==> src/rtl/bss_pkg.sv <==
package bss_pkg;

  // Command codes carried in the op field.
  localparam logic [2:0] OP_PUSH   = 3'd0;
  localparam logic [2:0] OP_POP    = 3'd1;
  localparam logic [2:0] OP_DUMP   = 3'd2;
  localparam logic [2:0] OP_SEARCH = 3'd3;
  localparam logic [2:0] OP_SORT   = 3'd4;

  // Result status codes.
  localparam logic [2:0] ST_OK       = 3'd0;
  localparam logic [2:0] ST_FULL     = 3'd1;
  localparam logic [2:0] ST_EMPTY    = 3'd2;
  localparam logic [2:0] ST_NOTFOUND = 3'd3;
  localparam logic [2:0] ST_BADOP    = 3'd4;

  // One input item.
  typedef struct packed {
    logic [2:0]         op;
    logic signed [31:0] operand;
  } in_t;

  // One result item.
  typedef struct packed {
    logic [2:0]         status;
    logic signed [31:0] data;
    logic [5:0]         position;
    logic               last;
  } out_t;

  // Memory read address source.
  typedef enum logic [1:0] {
    ASEL_TOP,
    ASEL_I,
    ASEL_J
  } addr_sel_e;

  // Memory write address and data source.
  typedef enum logic [1:0] {
    WSEL_PUSH,
    WSEL_SWAP,
    WSEL_FINAL
  } wr_sel_e;

  // Commands from the controller to the datapath.
  typedef struct packed {
    logic       capture;
    logic       rd_en;
    addr_sel_e  rd_sel;
    logic       wr_en;
    wr_sel_e    wr_sel;
    logic       cnt_inc;
    logic       cnt_dec;
    logic       i_clr;
    logic       i_inc;
    logic       j_from_i;
    logic       j_inc;
    logic       cur_load;
    logic       emit;
    logic [2:0] emit_status;
    logic       emit_rdata;
    logic       emit_pos;
    logic       emit_last;
  } cmd_t;

  // Status from the datapath to the controller.
  typedef struct packed {
    logic [2:0] op;
    logic       full;
    logic       empty;
    logic       i_last;
    logic       i_end;
    logic       j_end;
    logic       gt;
    logic       eq;
    logic       out_free;
  } stat_t;

endpackage

==> src/rtl/bounded_stack_search_sort.sv <==
// Channel | Direction | Handshake              | Payload
// in      | input     | in_valid_i, in_stall_o | in_data_i  (op, operand)
// out     | output    | out_valid_o, out_stall_i | out_data_o (status, data, position, last)
//
// Dump reads and emits the entries one by one; search reads entries until one matches,
// and a search that misses reports not found after the last entry.
// Sort speed is set by the single read port of the stack memory serving each
// compare-exchange step.
// Reset clears the entry count and the controller; stored values need none.
// A stalled output holds the result and pauses the controller in place.
module bounded_stack_search_sort
  import bss_pkg::*;
#(
  parameter int DEPTH = 8
) (
  input  logic clk_i,
  input  logic rst_ni,
  input  logic in_valid_i,
  output logic in_stall_o,
  input  in_t  in_data_i,
  output logic out_valid_o,
  input  logic out_stall_i,
  output out_t out_data_o
);

  cmd_t  cmd;
  stat_t stat;

  // Sequencer for each command.
  bss_ctrl u_ctrl (
    .clk_i      (clk_i),
    .rst_ni     (rst_ni),
    .in_valid_i (in_valid_i),
    .stat_i     (stat),
    .in_stall_o (in_stall_o),
    .cmd_o      (cmd)
  );

  // Stack memory, counters and output register.
  bss_dp #(
    .DEPTH (DEPTH)
  ) u_dp (
    .clk_i       (clk_i),
    .rst_ni      (rst_ni),
    .in_data_i   (in_data_i),
    .out_stall_i (out_stall_i),
    .cmd_i       (cmd),
    .stat_o      (stat),
    .out_valid_o (out_valid_o),
    .out_data_o  (out_data_o)
  );

endmodule

==> src/rtl/bss_dp.sv <==
module bss_dp
  import bss_pkg::*;
#(
  parameter int DEPTH = 8
) (
  input  logic  clk_i,
  input  logic  rst_ni,
  input  in_t   in_data_i,
  input  logic  out_stall_i,
  input  cmd_t  cmd_i,
  output stat_t stat_o,
  output logic  out_valid_o,
  output out_t  out_data_o
);

  localparam int CW = $clog2(DEPTH + 1);
  localparam int AW = (DEPTH > 1) ? $clog2(DEPTH) : 1;

  logic signed [31:0] mem [DEPTH];

  logic [2:0]         op_q;
  logic signed [31:0] operand_q;
  logic [CW-1:0]      cnt_q;
  logic [CW-1:0]      i_q;
  logic [CW-1:0]      j_q;
  logic signed [31:0] cur_q;
  logic signed [31:0] rdata_q;
  logic               out_valid_q;
  out_t               out_q;

  logic [CW-1:0]      cnt_m1;
  logic [CW-1:0]      rd_ptr;
  logic [CW-1:0]      wr_ptr;
  logic signed [31:0] wr_data;
  logic [CW:0]        i_p1;

  assign cnt_m1 = cnt_q - CW'(1);
  assign i_p1   = {1'b0, i_q} + (CW + 1)'(1);

  // Read address selection.
  always_comb begin
    case (cmd_i.rd_sel)
      ASEL_TOP: rd_ptr = cnt_m1;
      ASEL_I:   rd_ptr = i_q;
      ASEL_J:   rd_ptr = j_q;
      default:  rd_ptr = i_q;
    endcase
  end

  // Write address and data selection.
  always_comb begin
    case (cmd_i.wr_sel)
      WSEL_PUSH: begin
        wr_ptr  = cnt_q;
        wr_data = operand_q;
      end
      WSEL_SWAP: begin
        wr_ptr  = j_q;
        wr_data = cur_q;
      end
      WSEL_FINAL: begin
        wr_ptr  = i_q;
        wr_data = cur_q;
      end
      default: begin
        wr_ptr  = i_q;
        wr_data = cur_q;
      end
    endcase
  end

  // Stack storage with a registered read port.
  always_ff @(posedge clk_i) begin
    if (cmd_i.wr_en) begin
      mem[wr_ptr[AW-1:0]] <= wr_data;
    end
    if (cmd_i.rd_en) begin
      rdata_q <= mem[rd_ptr[AW-1:0]];
    end
  end

  // Captured command, running value and loop indexes.
  always_ff @(posedge clk_i) begin
    if (cmd_i.capture) begin
      op_q      <= in_data_i.op;
      operand_q <= in_data_i.operand;
    end
    if (cmd_i.cur_load) begin
      cur_q <= rdata_q;
    end
    if (cmd_i.i_clr) begin
      i_q <= '0;
    end else if (cmd_i.i_inc) begin
      i_q <= i_q + CW'(1);
    end
    if (cmd_i.j_from_i) begin
      j_q <= i_p1[CW-1:0];
    end else if (cmd_i.j_inc) begin
      j_q <= j_q + CW'(1);
    end
  end

  // Entry count.
  always_ff @(posedge clk_i or negedge rst_ni) begin
    if (!rst_ni) begin
      cnt_q <= '0;
    end else if (cmd_i.cnt_inc) begin
      cnt_q <= cnt_q + CW'(1);
    end else if (cmd_i.cnt_dec) begin
      cnt_q <= cnt_m1;
    end
  end

  // Output register: a result waits here until its transfer.
  always_ff @(posedge clk_i or negedge rst_ni) begin
    if (!rst_ni) begin
      out_valid_q <= 1'b0;
    end else if (cmd_i.emit) begin
      out_valid_q <= 1'b1;
    end else if (!out_stall_i) begin
      out_valid_q <= 1'b0;
    end
  end

  always_ff @(posedge clk_i) begin
    if (cmd_i.emit) begin
      out_q.status   <= cmd_i.emit_status;
      out_q.data     <= cmd_i.emit_rdata ? rdata_q : 32'sd0;
      out_q.position <= cmd_i.emit_pos ? 6'(i_q) : 6'd0;
      out_q.last     <= cmd_i.emit_last;
    end
  end

  // Status toward the controller.
  always_comb begin
    stat_o.op       = op_q;
    stat_o.full     = (cnt_q == CW'(DEPTH));
    stat_o.empty    = (cnt_q == '0);
    stat_o.i_last   = (i_p1 >= {1'b0, cnt_q});
    stat_o.i_end    = (i_q == cnt_q);
    stat_o.j_end    = (j_q >= cnt_q);
    stat_o.gt       = (cur_q > rdata_q);
    stat_o.eq       = (rdata_q == operand_q);
    stat_o.out_free = !out_valid_q || !out_stall_i;
  end

  assign out_valid_o = out_valid_q;
  assign out_data_o  = out_q;

endmodule

==> src/rtl/bss_ctrl.sv <==
module bss_ctrl
  import bss_pkg::*;
(
  input  logic  clk_i,
  input  logic  rst_ni,
  input  logic  in_valid_i,
  input  stat_t stat_i,
  output logic  in_stall_o,
  output cmd_t  cmd_o
);

  typedef enum logic [3:0] {
    S_IDLE,
    S_DECODE,
    S_EMIT,
    S_DUMP_RD,
    S_DUMP_EM,
    S_SRCH_RD,
    S_SRCH_CMP,
    S_SORT_I,
    S_SORT_IW,
    S_SORT_J,
    S_SORT_CMP
  } state_e;

  state_e     state_q, state_d;
  logic [2:0] code_q, code_d;
  logic       rdat_q, rdat_d;

  // Next state and datapath commands.
  always_comb begin
    state_d = state_q;
    code_d  = code_q;
    rdat_d  = rdat_q;
    cmd_o   = '0;
    cmd_o.rd_sel = ASEL_I;
    cmd_o.wr_sel = WSEL_FINAL;
    case (state_q)
      S_IDLE: begin
        if (in_valid_i) begin
          cmd_o.capture = 1'b1;
          state_d = S_DECODE;
        end
      end
      S_DECODE: begin
        rdat_d      = 1'b0;
        code_d      = ST_OK;
        cmd_o.i_clr = 1'b1;
        state_d     = S_EMIT;
        if (stat_i.op == OP_PUSH) begin
          if (stat_i.full) begin
            code_d = ST_FULL;
          end else begin
            cmd_o.wr_en   = 1'b1;
            cmd_o.wr_sel  = WSEL_PUSH;
            cmd_o.cnt_inc = 1'b1;
          end
        end else if (stat_i.op > OP_SORT) begin
          code_d = ST_BADOP;
        end else if (stat_i.empty) begin
          code_d = ST_EMPTY;
        end else begin
          case (stat_i.op)
            OP_POP: begin
              cmd_o.rd_en   = 1'b1;
              cmd_o.rd_sel  = ASEL_TOP;
              cmd_o.cnt_dec = 1'b1;
              rdat_d        = 1'b1;
            end
            OP_DUMP:   state_d = S_DUMP_RD;
            OP_SEARCH: state_d = S_SRCH_RD;
            OP_SORT:   state_d = S_SORT_I;
            default:   code_d = ST_BADOP;
          endcase
        end
      end
      S_EMIT: begin
        if (stat_i.out_free) begin
          cmd_o.emit        = 1'b1;
          cmd_o.emit_status = code_q;
          cmd_o.emit_rdata  = rdat_q;
          cmd_o.emit_last   = 1'b1;
          state_d = S_IDLE;
        end
      end
      S_DUMP_RD: begin
        cmd_o.rd_en = 1'b1;
        state_d = S_DUMP_EM;
      end
      S_DUMP_EM: begin
        if (stat_i.out_free) begin
          cmd_o.emit        = 1'b1;
          cmd_o.emit_status = ST_OK;
          cmd_o.emit_rdata  = 1'b1;
          cmd_o.emit_pos    = 1'b1;
          cmd_o.emit_last   = stat_i.i_last;
          if (stat_i.i_last) begin
            state_d = S_IDLE;
          end else begin
            cmd_o.i_inc = 1'b1;
            state_d = S_DUMP_RD;
          end
        end
      end
      S_SRCH_RD: begin
        if (stat_i.i_end) begin
          code_d  = ST_NOTFOUND;
          state_d = S_EMIT;
        end else begin
          cmd_o.rd_en = 1'b1;
          state_d = S_SRCH_CMP;
        end
      end
      S_SRCH_CMP: begin
        if (stat_i.eq) begin
          if (stat_i.out_free) begin
            cmd_o.emit        = 1'b1;
            cmd_o.emit_status = ST_OK;
            cmd_o.emit_rdata  = 1'b1;
            cmd_o.emit_pos    = 1'b1;
            cmd_o.emit_last   = 1'b1;
            state_d = S_IDLE;
          end
        end else begin
          cmd_o.i_inc = 1'b1;
          state_d = S_SRCH_RD;
        end
      end
      S_SORT_I: begin
        // The last entry needs no pass of its own.
        if (stat_i.i_last) begin
          state_d = S_EMIT;
        end else begin
          cmd_o.rd_en    = 1'b1;
          cmd_o.j_from_i = 1'b1;
          state_d = S_SORT_IW;
        end
      end
      S_SORT_IW: begin
        cmd_o.cur_load = 1'b1;
        state_d = S_SORT_J;
      end
      S_SORT_J: begin
        if (stat_i.j_end) begin
          // The smallest value seen in this pass settles at slot i.
          cmd_o.wr_en  = 1'b1;
          cmd_o.wr_sel = WSEL_FINAL;
          cmd_o.i_inc  = 1'b1;
          state_d = S_SORT_I;
        end else begin
          cmd_o.rd_en  = 1'b1;
          cmd_o.rd_sel = ASEL_J;
          state_d = S_SORT_CMP;
        end
      end
      S_SORT_CMP: begin
        if (stat_i.gt) begin
          cmd_o.wr_en    = 1'b1;
          cmd_o.wr_sel   = WSEL_SWAP;
          cmd_o.cur_load = 1'b1;
        end
        cmd_o.j_inc = 1'b1;
        state_d = S_SORT_J;
      end
      default: state_d = S_IDLE;
    endcase
  end

  // State and registered result selection.
  always_ff @(posedge clk_i or negedge rst_ni) begin
    if (!rst_ni) begin
      state_q <= S_IDLE;
      code_q  <= ST_OK;
      rdat_q  <= 1'b0;
    end else begin
      state_q <= state_d;
      code_q  <= code_d;
      rdat_q  <= rdat_d;
    end
  end

  assign in_stall_o = (state_q != S_IDLE);

endmodule
==> config.mk <==
export PLATFORM = sky130hd
export DESIGN_NAME = bounded_stack_search_sort
export DESIGN_NICKNAME = d
export VERILOG_FILES = /design/src/rtl/bss_pkg.sv /design/src/rtl/bounded_stack_search_sort.sv /design/src/rtl/bss_dp.sv /design/src/rtl/bss_ctrl.sv
export SDC_FILE = /design/constraint.sdc
export NUM_CORES = 1
export LEC_CHECK = 0
export BUFFER_PORTS_ARGS = -buffer_cell sky130_fd_sc_hd__buf_2
export CORE_ASPECT_RATIO = 1.2
export CORE_MARGIN = 1.5
export CORE_UTILIZATION = 56
export DETAILED_ROUTE_END_ITERATION = 7
export PLACE_DENSITY = 0.7
export SLEW_MARGIN = 20
export SYNTH_ARGS = -nofsm -noshare
export SYNTH_HDL_FRONTEND = slang
export SYNTH_SLANG_ARGS = --single-unit
==> constraint.sdc <==
create_clock -name clk_i -period 5.9 [get_ports clk_i]
set_input_delay 0.59 -clock clk_i [delete_from_list [all_inputs] [get_ports clk_i]]
set_output_delay 0.59 -clock clk_i [all_outputs]
set_load 0.02 [all_outputs]
==> flow_summary.toml <==
[outcome]
status = "finished clean"

[synth]
synth_top_cell_by_area = "edfxtp_1"
yosysSeqAreaShare = 0.6939
synth-edff-count = 399
synth_area_mm2 = 0.01785
synth-adder-area-share = 0.03084
synth_mux_area_frac = 0.04794
synth-xor-area-share = 0.02257
synth_top_family_by_area = "compound AO/OA/AOI/OAI gates"
ys_top_cells_by_area = "edfxtp_1, a221oi_2, ha_1, nand2_1, mux2_4"
synthSimpleGateAreaFrac = 0.07325
synthArstFlopShare = 0.03125
ys_types = 74
syn_inst = 1144
yosys_register_bits = 416
synthFlopType = "edfxtp_1"
netlist.area_leader.share = 0.6712
yosysWarnings = 0
synth_compound_area_frac = 0.1056
avgSynthCellArea_um2 = 15.60

[power]
comb_power_share = 0.287
seq_power_share = 0.452
leakage_nw = 7.116
p_per_area_mw_per_mm2 = 469.9
internal_power_mw = 6.242
pwr-share-clk = 0.261
power_switching_mw = 3.175
swShare = 0.3371
power_mw = 9.416
ir_drop_mv = 0.4982

[cts]
post_cts_resized = 0
path_clk_slew_ps = 60
clk_latency_ps = 550
cts_max_level = 2
clock-root-buffer = "clkbuf_16"
cts_max_path_buffers = 3
cts.sinks = 416
hold_buffers = 1
cts-buffers-inserted = 42
cts_tree = "built"
cts_setup_buffers = 0

[worst_setup_path]
rrSetupSlack_ps = 1470
path_cells = "inv_1, ha_1, nand2b_4, a2111oi_4, o21ai_2, nand2b_1, o221ai_4, buf_4, nor3_4, buf_4, a22oi_1, o21ai_1"
cp-startpoint = "u_dp.j_q[0]"
r2r-start = "u_dp.j_q[0]"
cp.depth = 12
crit_fanout = 21
regToRegEndpoint = "u_dp.rdata_q[4]"
critPathTopFamily = "compound AO/OA/AOI/OAI gates"
critPathCapture = "u_dp.rdata_q[4]"
cp_common_cell = "buf_4"
arrival_ps = 4810
startpoint_type = "flop"
critPathSlowestCell = "nor3_4"
critical_path.max_stage_delay_ps = 660
critical_path_buf_inv_count = 3
worstPathRequired_ps = 6280
crit_type = "reg2reg"
reg2regPathDepth = 12
endpoint_kind = "flop"

[drt]
first_iter_violations = 1134
dr_total_vias = 10360
drc_errors = 0
avgRoutedWirePerCell_um = 24.93
viasPerCell = 6.184
first_pass_iters = 5
totalWireLength_um = 41760
drtAntennaViolNets = 0

[die]
die_width_um = 166.0
core-area_mm2 = 0.03136
row_count = 71
die_area_mm2 = 0.03296
dieHeight_um = 198.6
start_util = 0.5692
pin_count = 83

[timing]
setup_tns_ps = 0
relSlewSlack = 0.3087
worst_pin_slew_ps = 1037
fmaxAchievable_mhz = 225.8
maxSlewViolCount = 0
hold_viol = 0
fin_crit_ps = 4429
min_period_over_period = 0.7506
setup_viol = 0
grt_setup_unrepaired = "no"
final.setup_skew_ps = 18.38

[placed_design]
placed_area_mm2 = 0.01876
port_buffers = 80
gp_congestion = 0.8348
dp_hpwl_um = 25650
dp_cells = 1600

[cells_and_area]
num-nets-final = 1328
instances_no_fill = 1675
fin_area_mm2 = 0.02004
drive_gt1_frac = 0.2261
num_antenna_cells = 0
area_growth_pct = 12.27
final_util = 0.6391

[min_path]
hp-class = "in2reg"

[grt]
antenna_found_initial = 0
grt_overflow = 0
grt_pass1_vias = 10440
grt_max_degree = 36
grt_pass1_wl_um = 63200
grt.total_usage = 0.2579

[flow_run]
max_cap_viol_count = 0
cell families after synthesis:
logic type	after synthesis
xor+xnor	46
flops	416
compound gates	216
other cells	1
mux	68
fa+ha+maj	44
buf+inv	96
simple gates	257
cells in the final DEF (no fill, tap or decap), types with 7 or more instances in the layout:
| cell type | netlist | final |
|---|---|---|
| clkbuf_16 | 0 | 42 |
| buf_2 | 19 | 80 |
| inv_1 | 42 | 42 |
| mux2_4 | 25 | 25 |
| nand2b_1 | 7 | 7 |
| xnor2_1 | 39 | 39 |
| edfxtp_1 | 399 | 399 |
| mux2_2 | 25 | 25 |
| dfrtp_1 | 13 | 13 |
| a221oi_2 | 45 | 45 |
| o21ai_0 | 12 | 12 |
| nand4_1 | 15 | 15 |
| nor3_2 | 3 | 10 |
| mux2_1 | 15 | 15 |
| and2_1 | 41 | 41 |
| o21ai_1 | 34 | 34 |
| ha_1 | 44 | 44 |
| a22oi_1 | 33 | 33 |
| a221oi_1 | 22 | 22 |
| clkbuf_1 | 18 | 14 |
| buf_4 | 4 | 27 |
| a21oi_1 | 29 | 27 |
| clkinv_1 | 0 | 8 |
| nand2_1 | 119 | 119 |
| nor2_1 | 17 | 17 |
| nand3_1 | 11 | 11 |
| xor2_1 | 7 | 7 |
power groups by stage:
stage | Combinational [mW] | Sequential [mW] | Clock, mW
2_1_floorplan | 1.84 | 4.30 | 0
3_3_place_gp | 2.63 | 4.30 | 0
3_5_place_dp | 2.69 | 4.30 | 0
4_1_cts | 2.71 | 4.25 | 2.49
5_1_grt | 2.94 | 4.29 | 2.60
6_report | 2.71 | 4.25 | 2.46
per-layer routing:
metal	vias up	wire length [um]	global-route usage
met4	0	1289	0.09676
met3	99	3250	0.04596
met1	5191	16820	0.3350
met5	-	0	0
li1	4631	-	-
met2	437	20400	0.4369
area by class of cell:
type | instances | area (um^2)
inverters | 43 | 161.4
multi-input cells | 633 | 5107
clock buffers | 56 | 1104
fillers | 2246 | 11320
clock inverters | 17 | 138.9
repair buffers | 109 | 640.6
flip-flops and latches | 416 | 12390
well taps | 401 | 501.7
stage by stage:
| step | hold slack (ps) | setup slack, ps |
|---|---|---|
| floorplan | 294.4 | 786.2 |
| global placement | 467.5 | 1647 |
| detailed placement | 471.8 | 1508 |
| CTS | 196.7 | 1448 |
| global route | 199.6 | 1205 |
| finish | 215.7 | 1471 |
state kept, by name, indices dropped and copies added, names as in the netlist:
| name | flops |
|---|---|
| u_dp.cnt_q | 4 |
| u_dp.out_data_o | 40 |
| u_dp.mem | 256 |
| u_dp.j_q | 4 |
| u_dp.op_q | 3 |
| u_dp.rdata_q | 32 |
| u_ctrl.code_q | 3 |
| u_ctrl.state_q | 4 |
| u_dp.operand_q | 32 |
| u_ctrl.rdat_q | 1 |
| u_dp.cur_q | 32 |
| u_dp.out_valid_o | 1 |
| u_dp.i_q | 4 |
Yosys cell counts, drive strengths merged, types with 3 or more instances:
cell type and count:
o211ai 3, mux2 65, nand4 15, nor4 6, or3 3, o21ai 47, xor2 7, clkbuf 18
and2 41, nor3 16, nor2b 4, a31oi 4, dfrtp 13, a22oi 33, a21o 7, nand2b 8
nand3 11, nor2 20, a221oi 67, and3 4, mux2i 3, xnor2 39, a21oi 29, inv 43
o221ai 3, o21a 3, dfxtp 4, ha 44, buf 35, nand2 120, edfxtp 399
how the worst min path moves through the flow:
stage | start | endpoint | slack (ps) | cells after the start
floorplan | rst_ni | u_ctrl.code_q[0] | 290 | 0
global placement | u_ctrl.code_q[2] | u_ctrl.code_q[2] | 470 | 2
detailed placement | u_ctrl.code_q[2] | u_ctrl.code_q[2] | 470 | 2
CTS | in_data_i[1] | u_dp.operand_q[1] | 200 | 1
global route | in_data_i[2] | u_dp.operand_q[2] | 200 | 1
finish | in_data_i[18] | u_dp.operand_q[18] | 220 | 1
(Power assumes the default switching activity.)
